<file path="config.mk">
export PLATFORM = sky130hd
export DESIGN_NAME = led_segment_pixel_mapper_core
export DESIGN_NICKNAME = d
export VERILOG_FILES = /design/src/rtl/lspm_pkg.sv /design/src/rtl/lspm_div.sv /design/src/rtl/lspm_cfg.sv /design/src/rtl/lspm_front.sv /design/src/rtl/lspm_queue.sv /design/src/rtl/lspm_back.sv /design/src/rtl/led_segment_pixel_mapper_core.sv
export SDC_FILE = /design/constraint.sdc
export NUM_CORES = 2
export LEC_CHECK = 0
export BUFFER_PORTS_ARGS = -buffer_cell sky130_fd_sc_hd__buf_2
export CAP_MARGIN = 5
export CORE_ASPECT_RATIO = 1.75
export CORE_MARGIN = 3
export CORE_UTILIZATION = 60
export CTS_CLUSTER_DIAMETER = 120
export CTS_CLUSTER_SIZE = 20
export DETAILED_ROUTE_END_ITERATION = 8
export GPL_TIMING_DRIVEN = 1
export PLACE_DENSITY = 0.73
export SYNTH_ARGS = -nofsm -noshare
export SYNTH_HDL_FRONTEND = slang
export SYNTH_HIERARCHICAL = 1
export SYNTH_SLANG_ARGS = --single-unit
export TNS_END_PERCENT = 50
</file>
<file path="constraint.sdc">
create_clock -name clk -period 15.2 [get_ports clk]
set_clock_uncertainty 0.1 [all_clocks]
set_input_delay 1.52 -clock clk [delete_from_list [all_inputs] [get_ports clk]]
set_output_delay 1.52 -clock clk [all_outputs]
set_load 0.02 [all_outputs]
</file>
<file path="src/rtl/lspm_pkg.sv">
`timescale 1ns / 1ps
package lspm_pkg;

  localparam int MAX_GROUP = 32;
  localparam int GRP_W     = 6;
  localparam int DIV_W     = 17;
  localparam int PROD_W    = 33;
  localparam int NCOL      = 5;
  localparam int QDEPTH    = 8;
  localparam int QAW       = 3;
  localparam int QCW       = 4;
  localparam int FCW       = 3;
  localparam int ADDR_W    = 5;

  localparam logic [GRP_W-1:0] GRP_MAX_V   = GRP_W'(MAX_GROUP);
  localparam logic [GRP_W-1:0] GRP_MIN_V   = GRP_W'(1);
  localparam logic [QCW:0]     CREDIT_LIMIT = (QCW + 1)'(QDEPTH);
  localparam logic [4:0]       DIV_STEPS   = 5'(DIV_W);

  localparam logic [2:0] REG_START_LED  = 3'd0;
  localparam logic [2:0] REG_PHYS_LEN   = 3'd1;
  localparam logic [2:0] REG_GROUPING   = 3'd2;
  localparam logic [2:0] REG_SPACING    = 3'd3;
  localparam logic [2:0] REG_ROTATE     = 3'd4;
  localparam logic [2:0] REG_BRIGHTNESS = 3'd5;
  localparam logic [2:0] REG_BAND_OFS   = 3'd6;
  localparam logic [2:0] REG_MODE       = 3'd7;

  localparam int MODE_REV    = 0;
  localparam int MODE_MIRROR = 1;
  localparam int MODE_BAND   = 2;

  localparam logic [1:0] FMT_RGB   = 2'd0;
  localparam logic [1:0] FMT_RGBW  = 2'd1;
  localparam logic [1:0] FMT_RGBWC = 2'd2;

  typedef enum logic [2:0] {
    CS_IDLE,
    CS_LEN_GO,
    CS_LEN_WAIT,
    CS_ROT_GO,
    CS_ROT_WAIT
  } cfg_state_t;

  typedef struct packed {
    logic [15:0] pixel_index;
    logic [7:0]  red;
    logic [7:0]  green;
    logic [7:0]  blue;
    logic [7:0]  white_warm;
    logic [7:0]  white_cool;
    logic [1:0]  channel_format;
  } in_word_t;

  typedef struct packed {
    logic [15:0] led_index;
    logic [7:0]  out_red;
    logic [7:0]  out_green;
    logic [7:0]  out_blue;
    logic [7:0]  out_white_warm;
    logic [7:0]  out_white_cool;
    logic [1:0]  out_format;
    logic        write_valid;
    logic        accepted;
    logic        last;
  } out_word_t;

  typedef struct packed {
    logic [15:0]      start_led;
    logic [15:0]      phys_len;
    logic [GRP_W-1:0] grouping;
    logic [DIV_W-1:0] step;
    logic             plain;
    logic [15:0]      rot_mod;
    logic [7:0]       brightness;
    logic [15:0]      band_offset;
    logic [2:0]       mode;
    logic [15:0]      log_len;
  } cfg_t;

  typedef struct packed {
    logic [NCOL-1:0][7:0]   col;
    logic [1:0]             fmt;
    logic                   accepted;
    logic [1:0][15:0]       base;
    logic [1:0][GRP_W-1:0]  cnt;
  } job_t;

endpackage

</file>
<file path="src/rtl/lspm_div.sv">
`timescale 1ns / 1ps
module lspm_div (
  input  logic                       clk,
  input  logic                       rst_n,
  input  logic                       start,
  input  logic [lspm_pkg::DIV_W-1:0] num,
  input  logic [lspm_pkg::DIV_W-1:0] den,
  output logic                       done,
  output logic [lspm_pkg::DIV_W-1:0] quo,
  output logic [lspm_pkg::DIV_W-1:0] rem
);

  logic [lspm_pkg::DIV_W-1:0] den_r;
  logic [lspm_pkg::DIV_W-1:0] quo_r, quo_nxt;
  logic [lspm_pkg::DIV_W-1:0] rem_r, rem_nxt;
  logic [4:0]                 cnt_r;
  logic                       run_r;
  logic                       done_r;
  logic [lspm_pkg::DIV_W:0]   trial;
  logic [lspm_pkg::DIV_W:0]   diff;
  logic                       fits;

  // restoring division, one quotient bit per cycle
  always_comb begin
    trial   = {rem_r, quo_r[lspm_pkg::DIV_W-1]};
    diff    = trial - {1'b0, den_r};
    fits    = trial >= {1'b0, den_r};
    rem_nxt = fits ? diff[lspm_pkg::DIV_W-1:0] : trial[lspm_pkg::DIV_W-1:0];
    quo_nxt = {quo_r[lspm_pkg::DIV_W-2:0], fits};
  end

  always_ff @(posedge clk) begin
    if (!rst_n) begin
      run_r  <= 1'b0;
      done_r <= 1'b0;
      cnt_r  <= '0;
    end else if (start) begin
      run_r  <= 1'b1;
      done_r <= 1'b0;
      cnt_r  <= lspm_pkg::DIV_STEPS;
    end else if (run_r) begin
      cnt_r <= cnt_r - 5'd1;
      if (cnt_r == 5'd1) begin
        run_r  <= 1'b0;
        done_r <= 1'b1;
      end
    end else begin
      done_r <= 1'b0;
    end
  end

  always_ff @(posedge clk) begin
    if (start) begin
      den_r <= den;
      quo_r <= num;
      rem_r <= '0;
    end else if (run_r) begin
      quo_r <= quo_nxt;
      rem_r <= rem_nxt;
    end
  end

  assign done = done_r;
  assign quo  = quo_r;
  assign rem  = rem_r;

endmodule

</file>
<file path="src/rtl/lspm_cfg.sv">
`timescale 1ns / 1ps
module lspm_cfg (
  input  logic                        clk,
  input  logic                        rst_n,
  input  logic                        psel,
  input  logic                        penable,
  input  logic                        pwrite,
  input  logic [lspm_pkg::ADDR_W-1:0] paddr,
  input  logic [31:0]                 pwdata,
  output logic [31:0]                 prdata,
  output logic                        pready,
  output lspm_pkg::cfg_t              cfg,
  output logic                        busy
);

  logic [15:0]                start_led_r;
  logic [15:0]                phys_len_r;
  logic [lspm_pkg::GRP_W-1:0] grouping_r;
  logic [15:0]                spacing_r;
  logic [15:0]                rotate_r;
  logic [7:0]                 brightness_r;
  logic [15:0]                band_ofs_r;
  logic [2:0]                 mode_r;
  logic [15:0]                log_len_r, log_len_nxt;
  logic [15:0]                rot_mod_r;

  lspm_pkg::cfg_state_t       state_r, state_nxt;

  logic                       wr;
  logic [2:0]                 widx;
  logic [lspm_pkg::GRP_W-1:0] grp_wr;
  logic                       recalc;
  logic                       plain;
  logic [lspm_pkg::DIV_W-1:0] step;

  logic                       div_start;
  logic [lspm_pkg::DIV_W-1:0] div_num;
  logic [lspm_pkg::DIV_W-1:0] div_den;
  logic                       div_done;
  logic [lspm_pkg::DIV_W-1:0] div_quo;
  logic [lspm_pkg::DIV_W-1:0] div_rem;

  assign pready = 1'b1;
  assign wr     = psel && penable && pwrite;
  assign widx   = paddr[lspm_pkg::ADDR_W-1:2];
  assign plain  = (grouping_r == lspm_pkg::GRP_MIN_V) && (spacing_r == 16'd0);
  assign step   = {11'd0, grouping_r} + {1'b0, spacing_r};

  always_comb begin
    if (pwdata[lspm_pkg::GRP_W-1:0] == '0) begin
      grp_wr = lspm_pkg::GRP_MIN_V;
    end else if (pwdata[lspm_pkg::GRP_W-1:0] > lspm_pkg::GRP_MAX_V) begin
      grp_wr = lspm_pkg::GRP_MAX_V;
    end else begin
      grp_wr = pwdata[lspm_pkg::GRP_W-1:0];
    end
  end

  assign recalc = wr && ((widx == lspm_pkg::REG_PHYS_LEN) || (widx == lspm_pkg::REG_GROUPING) ||
                         (widx == lspm_pkg::REG_SPACING) || (widx == lspm_pkg::REG_ROTATE));

  always_ff @(posedge clk) begin
    if (!rst_n) begin
      start_led_r  <= 16'd0;
      phys_len_r   <= 16'd1;
      grouping_r   <= lspm_pkg::GRP_MIN_V;
      spacing_r    <= 16'd0;
      rotate_r     <= 16'd0;
      brightness_r <= 8'hFF;
      band_ofs_r   <= 16'd0;
      mode_r       <= 3'd0;
    end else if (wr) begin
      case (widx)
        lspm_pkg::REG_START_LED:  start_led_r  <= pwdata[15:0];
        lspm_pkg::REG_PHYS_LEN:   phys_len_r   <= pwdata[15:0];
        lspm_pkg::REG_GROUPING:   grouping_r   <= grp_wr;
        lspm_pkg::REG_SPACING:    spacing_r    <= pwdata[15:0];
        lspm_pkg::REG_ROTATE:     rotate_r     <= pwdata[15:0];
        lspm_pkg::REG_BRIGHTNESS: brightness_r <= pwdata[7:0];
        lspm_pkg::REG_BAND_OFS:   band_ofs_r   <= pwdata[15:0];
        lspm_pkg::REG_MODE:       mode_r       <= pwdata[2:0];
        default: ;
      endcase
    end
  end

  always_comb begin
    case (widx)
      lspm_pkg::REG_START_LED:  prdata = {16'd0, start_led_r};
      lspm_pkg::REG_PHYS_LEN:   prdata = {16'd0, phys_len_r};
      lspm_pkg::REG_GROUPING:   prdata = {26'd0, grouping_r};
      lspm_pkg::REG_SPACING:    prdata = {16'd0, spacing_r};
      lspm_pkg::REG_ROTATE:     prdata = {16'd0, rotate_r};
      lspm_pkg::REG_BRIGHTNESS: prdata = {24'd0, brightness_r};
      lspm_pkg::REG_BAND_OFS:   prdata = {16'd0, band_ofs_r};
      lspm_pkg::REG_MODE:       prdata = {29'd0, mode_r};
      default:                  prdata = '0;
    endcase
  end

  // a write to any length-related register restarts both divisions
  always_comb begin
    if (recalc) begin
      state_nxt = lspm_pkg::CS_LEN_GO;
    end else begin
      case (state_r)
        lspm_pkg::CS_IDLE:     state_nxt = lspm_pkg::CS_IDLE;
        lspm_pkg::CS_LEN_GO:   state_nxt = lspm_pkg::CS_LEN_WAIT;
        lspm_pkg::CS_LEN_WAIT: state_nxt = div_done ? lspm_pkg::CS_ROT_GO : lspm_pkg::CS_LEN_WAIT;
        lspm_pkg::CS_ROT_GO:   state_nxt = lspm_pkg::CS_ROT_WAIT;
        lspm_pkg::CS_ROT_WAIT: state_nxt = div_done ? lspm_pkg::CS_IDLE : lspm_pkg::CS_ROT_WAIT;
        default:               state_nxt = lspm_pkg::CS_IDLE;
      endcase
    end
  end

  always_comb begin
    div_start = 1'b0;
    div_num   = {1'b0, phys_len_r} + {1'b0, spacing_r};
    div_den   = step;
    busy      = 1'b1;
    case (state_r)
      lspm_pkg::CS_IDLE: begin
        busy = 1'b0;
      end
      lspm_pkg::CS_LEN_GO: begin
        div_start = 1'b1;
      end
      lspm_pkg::CS_ROT_GO: begin
        div_start = 1'b1;
        div_num   = {1'b0, rotate_r};
        div_den   = {1'b0, phys_len_r};
      end
      lspm_pkg::CS_ROT_WAIT: begin
        div_num   = {1'b0, rotate_r};
        div_den   = {1'b0, phys_len_r};
      end
      default: ;
    endcase
  end

  always_comb begin
    if (plain) begin
      log_len_nxt = phys_len_r;
    end else if (div_quo[lspm_pkg::DIV_W-1]) begin
      log_len_nxt = 16'hFFFF;
    end else if (div_quo == '0) begin
      log_len_nxt = 16'd1;
    end else begin
      log_len_nxt = div_quo[15:0];
    end
  end

  always_ff @(posedge clk) begin
    if (!rst_n) begin
      state_r   <= lspm_pkg::CS_IDLE;
      log_len_r <= 16'd1;
      rot_mod_r <= 16'd0;
    end else begin
      state_r <= state_nxt;
      if (state_r == lspm_pkg::CS_LEN_WAIT && div_done) begin
        log_len_r <= log_len_nxt;
      end
      if (state_r == lspm_pkg::CS_ROT_WAIT && div_done) begin
        rot_mod_r <= div_rem[15:0];
      end
    end
  end

  lspm_div u_div (
    .clk   (clk),
    .rst_n (rst_n),
    .start (div_start),
    .num   (div_num),
    .den   (div_den),
    .done  (div_done),
    .quo   (div_quo),
    .rem   (div_rem)
  );

  always_comb begin
    cfg.start_led   = start_led_r;
    cfg.phys_len    = phys_len_r;
    cfg.grouping    = grouping_r;
    cfg.step        = step;
    cfg.plain       = plain;
    cfg.rot_mod     = rot_mod_r;
    cfg.brightness  = brightness_r;
    cfg.band_offset = band_ofs_r;
    cfg.mode        = mode_r;
    cfg.log_len     = log_len_r;
  end

endmodule

</file>
<file path="src/rtl/lspm_front.sv">
`timescale 1ns / 1ps
module lspm_front (
  input  logic                     clk,
  input  logic                     rst_n,
  input  logic                     in_valid,
  input  lspm_pkg::in_word_t       in_data,
  output logic                     in_stall,
  input  lspm_pkg::cfg_t           cfg,
  input  logic                     cfg_busy,
  input  logic [lspm_pkg::QCW-1:0] q_count,
  output logic                     push,
  output lspm_pkg::job_t           job
);

  typedef struct packed {
    logic [15:0]                    idx;
    logic                           ok;
    logic [1:0]                     fmt;
    logic [lspm_pkg::NCOL-1:0][15:0] prod;
  } s1_t;

  typedef struct packed {
    logic [15:0]                   mapped;
    logic [15:0]                   mir;
    logic                          ok;
    logic                          mir_en;
    logic [1:0]                    fmt;
    logic [lspm_pkg::NCOL-1:0][7:0] col;
  } s2_t;

  typedef struct packed {
    logic [1:0][lspm_pkg::PROD_W-1:0] m;
    logic                             ok;
    logic                             mir_en;
    logic [1:0]                       fmt;
    logic [lspm_pkg::NCOL-1:0][7:0]   col;
  } s3_t;

  typedef struct packed {
    logic [1:0][15:0]              pos;
    logic [1:0]                    past;
    logic                          ok;
    logic                          mir_en;
    logic [1:0]                    fmt;
    logic [lspm_pkg::NCOL-1:0][7:0] col;
  } s4_t;

  logic v1_r, v2_r, v3_r, v4_r;
  s1_t  s1_r, s1_nxt;
  s2_t  s2_r, s2_nxt;
  s3_t  s3_r, s3_nxt;
  s4_t  s4_r, s4_nxt;

  logic [lspm_pkg::FCW-1:0]        inflight;
  logic [lspm_pkg::QCW:0]          used;
  logic                            accept;
  logic [15:0]                     idx_off;
  logic [1:0]                      fmt_c;
  logic [lspm_pkg::NCOL-1:0][7:0]  col_in;
  logic [15:0]                     rev_idx;
  logic [1:0][lspm_pkg::DIV_W-1:0] rsum;
  logic [1:0][lspm_pkg::DIV_W-1:0] rsub;
  logic [1:0][15:0]                left;
  logic [1:0][lspm_pkg::GRP_W-1:0] grp_cnt;

  // (c*br+127)/255: take x>>8, remainder stays below 2*255
  function automatic logic [7:0] scale8(input logic [15:0] p);
    logic [15:0] x;
    logic [7:0]  q0;
    logic [8:0]  r;
    x  = p + 16'd127;
    q0 = x[15:8];
    r  = {1'b0, x[7:0]} + {1'b0, q0};
    return (r >= 9'd255) ? q0 + 8'd1 : q0;
  endfunction

  assign inflight = {2'b0, v1_r} + {2'b0, v2_r} + {2'b0, v3_r} + {2'b0, v4_r};
  assign used     = {1'b0, q_count} + {2'b0, inflight};
  assign in_stall = cfg_busy || (used >= lspm_pkg::CREDIT_LIMIT);
  assign accept   = in_valid && !in_stall;

  // stage 1: window check, brightness products
  always_comb begin
    idx_off = in_data.pixel_index - cfg.band_offset;
    fmt_c   = (in_data.channel_format > lspm_pkg::FMT_RGBWC) ? lspm_pkg::FMT_RGBWC
                                                             : in_data.channel_format;
    col_in[0] = in_data.red;
    col_in[1] = in_data.green;
    col_in[2] = in_data.blue;
    col_in[3] = (fmt_c != lspm_pkg::FMT_RGB) ? in_data.white_warm : 8'd0;
    col_in[4] = (fmt_c == lspm_pkg::FMT_RGBWC) ? in_data.white_cool : 8'd0;
    s1_nxt.fmt = fmt_c;
    if (cfg.mode[lspm_pkg::MODE_BAND]) begin
      s1_nxt.ok  = (in_data.pixel_index >= cfg.band_offset) && (idx_off < cfg.log_len);
      s1_nxt.idx = idx_off;
    end else begin
      s1_nxt.ok  = in_data.pixel_index < cfg.log_len;
      s1_nxt.idx = in_data.pixel_index;
    end
    for (int k = 0; k < lspm_pkg::NCOL; k++) begin
      s1_nxt.prod[k] = {8'd0, col_in[k]} * {8'd0, cfg.brightness};
    end
  end

  // stage 2: scaled colors, reversed and mirrored index
  always_comb begin
    rev_idx       = cfg.log_len - 16'd1 - s1_r.idx;
    s2_nxt.ok     = s1_r.ok;
    s2_nxt.fmt    = s1_r.fmt;
    s2_nxt.mapped = cfg.mode[lspm_pkg::MODE_REV] ? rev_idx : s1_r.idx;
    s2_nxt.mir    = cfg.mode[lspm_pkg::MODE_REV] ? s1_r.idx : rev_idx;
    s2_nxt.mir_en = s1_r.ok && cfg.mode[lspm_pkg::MODE_MIRROR] && (cfg.log_len > 16'd1) &&
                    (rev_idx != s1_r.idx);
    for (int k = 0; k < lspm_pkg::NCOL; k++) begin
      s2_nxt.col[k] = scale8(s1_r.prod[k]);
    end
  end

  // stage 3: index times group pitch
  always_comb begin
    s3_nxt.ok     = s2_r.ok;
    s3_nxt.mir_en = s2_r.mir_en;
    s3_nxt.fmt    = s2_r.fmt;
    s3_nxt.col    = s2_r.col;
    if (cfg.plain) begin
      s3_nxt.m[0] = {17'd0, s2_r.mapped};
      s3_nxt.m[1] = {17'd0, s2_r.mir};
    end else begin
      s3_nxt.m[0] = {17'd0, s2_r.mapped} * {16'd0, cfg.step};
      s3_nxt.m[1] = {17'd0, s2_r.mir} * {16'd0, cfg.step};
    end
  end

  // stage 4: past-end check and rotation
  always_comb begin
    s4_nxt.ok     = s3_r.ok;
    s4_nxt.mir_en = s3_r.mir_en;
    s4_nxt.fmt    = s3_r.fmt;
    s4_nxt.col    = s3_r.col;
    for (int k = 0; k < 2; k++) begin
      s4_nxt.past[k] = s3_r.m[k] >= {17'd0, cfg.phys_len};
      rsum[k]        = {1'b0, s3_r.m[k][15:0]} + {1'b0, cfg.rot_mod};
      rsub[k]        = rsum[k] - {1'b0, cfg.phys_len};
      s4_nxt.pos[k]  = (rsum[k] >= {1'b0, cfg.phys_len}) ? rsub[k][15:0] : rsum[k][15:0];
    end
  end

  // queue entry: group lengths and strip base indices
  always_comb begin
    job.col      = s4_r.col;
    job.fmt      = s4_r.fmt;
    job.accepted = s4_r.ok;
    for (int k = 0; k < 2; k++) begin
      left[k]     = cfg.phys_len - s4_r.pos[k];
      grp_cnt[k]  = (left[k] < {10'd0, cfg.grouping}) ? left[k][lspm_pkg::GRP_W-1:0]
                                                      : cfg.grouping;
      job.base[k] = cfg.start_led + s4_r.pos[k];
    end
    job.cnt[0] = (s4_r.ok && !s4_r.past[0]) ? grp_cnt[0] : '0;
    job.cnt[1] = (s4_r.mir_en && !s4_r.past[1]) ? grp_cnt[1] : '0;
  end

  assign push = v4_r;

  always_ff @(posedge clk) begin
    if (!rst_n) begin
      v1_r <= 1'b0;
      v2_r <= 1'b0;
      v3_r <= 1'b0;
      v4_r <= 1'b0;
    end else begin
      v1_r <= accept;
      v2_r <= v1_r;
      v3_r <= v2_r;
      v4_r <= v3_r;
    end
  end

  always_ff @(posedge clk) begin
    if (accept) begin
      s1_r <= s1_nxt;
    end
    s2_r <= s2_nxt;
    s3_r <= s3_nxt;
    s4_r <= s4_nxt;
  end

endmodule

</file>
<file path="src/rtl/lspm_queue.sv">
`timescale 1ns / 1ps
module lspm_queue (
  input  logic                     clk,
  input  logic                     rst_n,
  input  logic                     push,
  input  lspm_pkg::job_t           wdata,
  input  logic                     pop,
  output lspm_pkg::job_t           rdata,
  output logic [lspm_pkg::QCW-1:0] count
);

  lspm_pkg::job_t             mem_r [lspm_pkg::QDEPTH];
  logic [lspm_pkg::QAW-1:0]   wptr_r, rptr_r;
  logic [lspm_pkg::QCW-1:0]   count_r, count_nxt;

  always_comb begin
    count_nxt = count_r;
    if (push && !pop) begin
      count_nxt = count_r + 1'b1;
    end else if (pop && !push) begin
      count_nxt = count_r - 1'b1;
    end
  end

  always_ff @(posedge clk) begin
    if (!rst_n) begin
      wptr_r  <= '0;
      rptr_r  <= '0;
      count_r <= '0;
    end else begin
      count_r <= count_nxt;
      if (push) begin
        wptr_r <= wptr_r + 1'b1;
      end
      if (pop) begin
        rptr_r <= rptr_r + 1'b1;
      end
    end
  end

  always_ff @(posedge clk) begin
    if (push) begin
      mem_r[wptr_r] <= wdata;
    end
  end

  assign rdata = mem_r[rptr_r];
  assign count = count_r;

endmodule

</file>
<file path="src/rtl/lspm_back.sv">
`timescale 1ns / 1ps
module lspm_back (
  input  logic                     clk,
  input  logic                     rst_n,
  input  lspm_pkg::job_t           head,
  input  logic [lspm_pkg::QCW-1:0] q_count,
  output logic                     pop,
  output logic                     out_valid,
  input  logic                     out_stall,
  output lspm_pkg::out_word_t      out_data
);

  logic                       out_valid_r, out_valid_nxt;
  lspm_pkg::out_word_t        out_r;
  lspm_pkg::out_word_t        word;
  logic [4:0]                 g_r, g_nxt;
  logic                       grp_r, grp_nxt;
  logic                       q_nonempty;
  logic                       load;
  logic                       nonwrite;
  logic                       cur;
  logic [lspm_pkg::GRP_W-1:0] cnt_cur;
  logic                       end_grp;
  logic                       last;

  assign q_nonempty = q_count != '0;
  assign load       = q_nonempty && (!out_valid_r || !out_stall);
  assign pop        = load && last;

  always_comb begin
    nonwrite = (head.cnt[0] == '0) && (head.cnt[1] == '0);
    cur      = grp_r || (head.cnt[0] == '0);
    cnt_cur  = head.cnt[cur];
    end_grp  = ({1'b0, g_r} == cnt_cur - 6'd1);
    last     = nonwrite || (end_grp && (cur || (head.cnt[1] == '0)));

    word.led_index      = nonwrite ? 16'd0 : head.base[cur] + {11'd0, g_r};
    word.out_red        = nonwrite ? 8'd0 : head.col[0];
    word.out_green      = nonwrite ? 8'd0 : head.col[1];
    word.out_blue       = nonwrite ? 8'd0 : head.col[2];
    word.out_white_warm = nonwrite ? 8'd0 : head.col[3];
    word.out_white_cool = nonwrite ? 8'd0 : head.col[4];
    word.out_format     = head.fmt;
    word.write_valid    = !nonwrite;
    word.accepted       = head.accepted;
    word.last           = last;
  end

  always_comb begin
    g_nxt   = g_r;
    grp_nxt = grp_r;
    if (load) begin
      if (last) begin
        g_nxt   = '0;
        grp_nxt = 1'b0;
      end else if (end_grp) begin
        g_nxt   = '0;
        grp_nxt = 1'b1;
      end else begin
        g_nxt = g_r + 5'd1;
      end
    end
    out_valid_nxt = out_valid_r;
    if (!out_valid_r || !out_stall) begin
      out_valid_nxt = q_nonempty;
    end
  end

  always_ff @(posedge clk) begin
    if (!rst_n) begin
      out_valid_r <= 1'b0;
      g_r         <= '0;
      grp_r       <= 1'b0;
    end else begin
      out_valid_r <= out_valid_nxt;
      g_r         <= g_nxt;
      grp_r       <= grp_nxt;
    end
  end

  always_ff @(posedge clk) begin
    if (load) begin
      out_r <= word;
    end
  end

  assign out_valid = out_valid_r;
  assign out_data  = out_r;

endmodule

</file>
<file path="src/rtl/led_segment_pixel_mapper_core.sv">
`timescale 1ns / 1ps
// channel   dir  handshake                          word
// in_       in   in_valid / in_stall                lspm_pkg::in_word_t
// out_      out  out_valid / out_stall              lspm_pkg::out_word_t
// cfg_      in   cfg_psel, cfg_penable, cfg_pready  32-bit registers at 4*index
//
// One word in per cycle while in_stall is low; each word yields 1 to 64 output words,
// one per cycle from the emit sequencer while out_stall is low.
// From input accept to the first output word a word passes the 4 front stages,
// the queue write and the output register.
// Writing physical_length, grouping, spacing or rotate_offset runs two divisions;
// in_stall stays high after the write until both divisions have finished.
// rst_n is synchronous; registers return to their reset values, queue empties.
// out_stall holds the output register; the 8-entry queue absorbs backpressure.
module led_segment_pixel_mapper_core (
  input  logic                        clk,
  input  logic                        rst_n,
  input  logic                        in_valid,
  output logic                        in_stall,
  input  lspm_pkg::in_word_t          in_data,
  output logic                        out_valid,
  input  logic                        out_stall,
  output lspm_pkg::out_word_t         out_data,
  input  logic                        cfg_psel,
  input  logic                        cfg_penable,
  input  logic                        cfg_pwrite,
  input  logic [lspm_pkg::ADDR_W-1:0] cfg_paddr,
  input  logic [31:0]                 cfg_pwdata,
  output logic [31:0]                 cfg_prdata,
  output logic                        cfg_pready
);

  lspm_pkg::cfg_t           cfg;
  logic                     cfg_busy;
  logic                     push;
  lspm_pkg::job_t           job;
  logic                     pop;
  lspm_pkg::job_t           head;
  logic [lspm_pkg::QCW-1:0] q_count;

  lspm_cfg u_cfg (
    .clk     (clk),
    .rst_n   (rst_n),
    .psel    (cfg_psel),
    .penable (cfg_penable),
    .pwrite  (cfg_pwrite),
    .paddr   (cfg_paddr),
    .pwdata  (cfg_pwdata),
    .prdata  (cfg_prdata),
    .pready  (cfg_pready),
    .cfg     (cfg),
    .busy    (cfg_busy)
  );

  lspm_front u_front (
    .clk      (clk),
    .rst_n    (rst_n),
    .in_valid (in_valid),
    .in_data  (in_data),
    .in_stall (in_stall),
    .cfg      (cfg),
    .cfg_busy (cfg_busy),
    .q_count  (q_count),
    .push     (push),
    .job      (job)
  );

  lspm_queue u_queue (
    .clk   (clk),
    .rst_n (rst_n),
    .push  (push),
    .wdata (job),
    .pop   (pop),
    .rdata (head),
    .count (q_count)
  );

  lspm_back u_back (
    .clk       (clk),
    .rst_n     (rst_n),
    .head      (head),
    .q_count   (q_count),
    .pop       (pop),
    .out_valid (out_valid),
    .out_stall (out_stall),
    .out_data  (out_data)
  );

endmodule
</file>
==> metrics.md <==
| Metric | Value |
|---|---|
| Sequential cell area | 35630 µm² |
| Worst-skew pair later-pin latency | 0.72 ns |
| Leakage | 0.03992 µW |
| TritonCTS clock tree | done |
| Area of the multi-input gates | 51270 µm² |
| Drt total wl | 238000 µm |
| Finished Layout Cells | 10430 |
| Syn_area_per_cell | 10.99 µm² |
| # port buffers | 162 |
| Sequential share of the synthesized area | 38.67% |
| Fin nets | 9777 |
| Most common cell after layout, fill and taps aside | nand2_1 |
| Vias per cell | 6.087 |
| Vias | 63480 |
| Vias in the first global route | 66560 |
| CTS Hold Bufs | 0 |
| Row cnt | 189 |
| Share of post-route cells with drive strength above 1 | 9.233% |
| Die Y-Extent | 524.3 µm |
| Synthesized area | 92090 µm² |
| DIE WIDTH | 302.2 µm |
| DRC errors left | 0 |
| Max-Cap Viols | 0 |
| Status | completed |
| Number of placed cells counting well taps | 10260 |
| Syn-to-layout area delta | 5.034% |
| Power Total | 10840 µW |
| Max-slew violation count | 0 |
| CP Data Required Time | 15.65 ns |
| Final hold vios | 0 |
| Die area | 158400 µm² |
| HPWL Detailed | 171000 µm |
| Initial core utilization | 60.56% |
| Post-synthesis cell type count | 106 |
| Final cycle utilization of the critical path | 62.22% |
| Critical path capture point type | flop |
| Pre-antenna DRT Iters | 6 |
| Total CTS buffers | 76 |
| Commonest non-fill, non-tap cells in the layout | nand2_1 (943), inv_1 (937), edfxtp_1 (890), ha_1 (721), fa_1 (619) |
| Post-DRT Antenna Nets | 0 |
| Postcts setup bufs | 0 |
| Endpoints failing setup | 0 |
| Critical Path Source Type | flop |
| Syn Inst Count | 8378 |
| Crit path arrival time | 9.91 ns |
| Wirelength per Cell | 22.82 µm |
| GRT overflow | 0 |
| Core ar. | 152100 µm² |
| Synth top area share | 29.02% |
| Global-route wire length before repair | 370000 µm |
| Leading post-synthesis cells by cell area | edfxtp_1 (29%), fa_1 (13%), ha_1 (9.8%), dfxtp_1 (9.7%), mux4_2 (4.3%) |
| Worst VDD drop | 101.1 µV |
| Largest net degree at the start of global routing | 107 |
| Initial antenna violation count | 36 |
| Power per cell area | 112.0 nW/µm² |
| Post-synth top area cell | edfxtp_1 |
| Period minus WS final | 9.457 ns |
| Worst hold slack | 0.2113 ns |
| Fillers | 11890 |
| Relative slew slack | 13.88% |
| Number of synthesis warnings | 6 |
| RSZ-0062 raised after global routing | false |
| Top_reg_cell synth | edfxtp_1 |
| Clock sink total | 1334 |
| Iteration-0 DRC Markers | 4626 |
| Worst hold path class | flop to flop |
| Async SR Flop Fraction | 0% |
| GRT Total Usage | 30.40% |
| Fmax | 0.1057 GHz |
| Number of synthesized flops with an enable pin | 890 |
| Clk buf depth | 3 |
| Measured slew at the worst slew-check pin | 1.287 ns |
| I/O pins | 198 |
| Htree depth | 3 |
| Max FO, Critical Path | 32 |
| Crit Path Class | flop to flop |
| Worst-path clk slew | 0.10 ns |
| Seq cells post-synth | 1334 |
| PostCTS Resize Cnt | 0 |
| Setup TNS | 0 ns |
| Root buffer cell | clkbuf_16 |
| Placer Congestion | 0.9621 |
metrics by stage:
| step | utilization [%] | instance area, µm² | setup WS, ns |
|---|---|---|---|
| after floorplan | - | 92150 | 7.232 |
| after global placement | 62.06 | 94370 | 6.010 |
| after detailed placement | 62.06 | 94370 | 5.975 |
| after CTS | 63.56 | 96650 | 5.878 |
| after global routing | 63.58 | 96670 | 5.327 |
| final | 63.61 | 96730 | 5.743 |
sequential cells by signal, indices dropped and copies added (netlist names), 4 cells and up, named ones only:
name / count
u_cfg/log_len_r: 16
u_cfg/u_div/quo: 17
u_cfg/start_led_r: 16
u_cfg/brightness_r: 8
u_back/out_data: 61
u_front/s3_r: 110
u_queue/mem_r: 696
u_front/s2_r: 76
u_front/s1_r: 99
u_back/g_r: 5
u_cfg/u_div/rem: 17
u_cfg/band_ofs_r: 16
u_queue/count: 4
u_cfg/rotate_r: 16
u_cfg/u_div/den_r: 17
u_front/s4_r: 35
u_cfg/phys_len_r: 16
u_cfg/rot_mod_r: 16
u_cfg/grouping_r: 6
u_front/job: 43
u_cfg/u_div/cnt_r: 5
u_cfg/spacing_r: 16
critical path, stage by stage, from the launching register on:
cell and delay [ns]:
dfxtp_1 0.65, ha_1 0.32, o21ai_0 0.14, o21ai_0 0.38, a21oi_1 0.29, or4b_2 0.68
nand2_1 0.09, buf_4 0.44, nand2_1 0.16, fa_1 0.56, fa_1 0.56, inv_1 0.07
fa_1 0.49, fa_1 0.52, fa_1 0.50, inv_1 0.05, fa_1 0.47, inv_1 0.04
ha_1 0.30, and3_1 0.22, a221o_1 0.38, a22o_1 0.20, a31oi_1 0.26, a211oi_1 0.22
a2111oi_0 0.70, o31ai_1 0.20, xnor2_1 0.18, nor2_1 0.05
per-layer routing:
layer	routed length [µm]	global-route usage [%]	vias up
met5	101	0	-
met4	16290	18.01	14
met3	14130	3.991	776
met2	121300	54.35	2279
met1	86150	34.66	31720
li1	-	-	28690
synthesized netlist by cell type, types with 15 or more instances:
master,instances
o21a_1,51
xor2_1,149
a31oi_1,37
mux4_2,177
buf_2,16
edfxtp_1,890
o31ai_1,27
nor4_1,42
nand2_1,944
mux2i_1,39
mux2_2,182
nor3_1,112
a221oi_1,20
o211ai_1,23
o21bai_1,37
xnor2_1,251
buf_4,63
nand2b_1,55
a21oi_1,271
nand4_1,51
fa_1,619
buf_1,22
and2_1,427
a211oi_1,36
clkbuf_1,256
nor3b_1,21
a21o_1,116
or4_1,15
o21ai_0,219
ha_1,721
dfxtp_1,444
or3_1,36
nor2_1,337
a21boi_0,129
nor2b_1,69
inv_1,939
buf_6,21
nand3_1,123
and3_1,111
o41ai_1,16
path summary, 6_finish.rpt:
kind / slack [ns] / to / start / cells after the start
worst max-delay path: 5.74 / u_front/s3_r[76]$_SDFF_PP0_ / u_cfg/grouping_r[2]$_SDFFE_PN0P_ / 27
worst min-delay path: 0.21 / u_front/s3_r[2]$_DFF_P_ / u_front/s2_r[2]$_DFF_P_ / 0
worst max register to register: 5.74 / u_front/s3_r[76]$_SDFF_PP0_ / u_cfg/grouping_r[2]$_SDFFE_PN0P_ / 27
worst min register to register: 0.21 / u_front/s3_r[2]$_DFF_P_ / u_front/s2_r[2]$_DFF_P_ / 0
kinds of logic after synthesis:
logic type	synth area share, %
AND/OR/NAND/NOR	12.81
adder cells (fa/ha/maj)	23.25
flip-flops	38.67
buffers and inverters	5.868
AO/OA/AOI/OAI	8.523
XOR/XNOR	3.871
multiplexers	6.993
other	0.008155
power by group:
| part | internal [µW] | switching, µW |
|---|---|---|
| combinational | 1600 | 2130 |
| sequential | 4550 | 379 |
| clock | 992 | 1190 |
| total | 7140 | 3690 |
layout make-up:
cell class	instances	area share (%)
sequential	1334	36.83
inverter	940	3.653
multi-input combinational	5737	53.00
clock inverter	6	0.1397
clock buffer	131	2.212
antenna	30	0.07761
timing repair buffer	246	1.490
tap	2005	2.594
No activity file was read; power rests on OpenSTA's default activity.
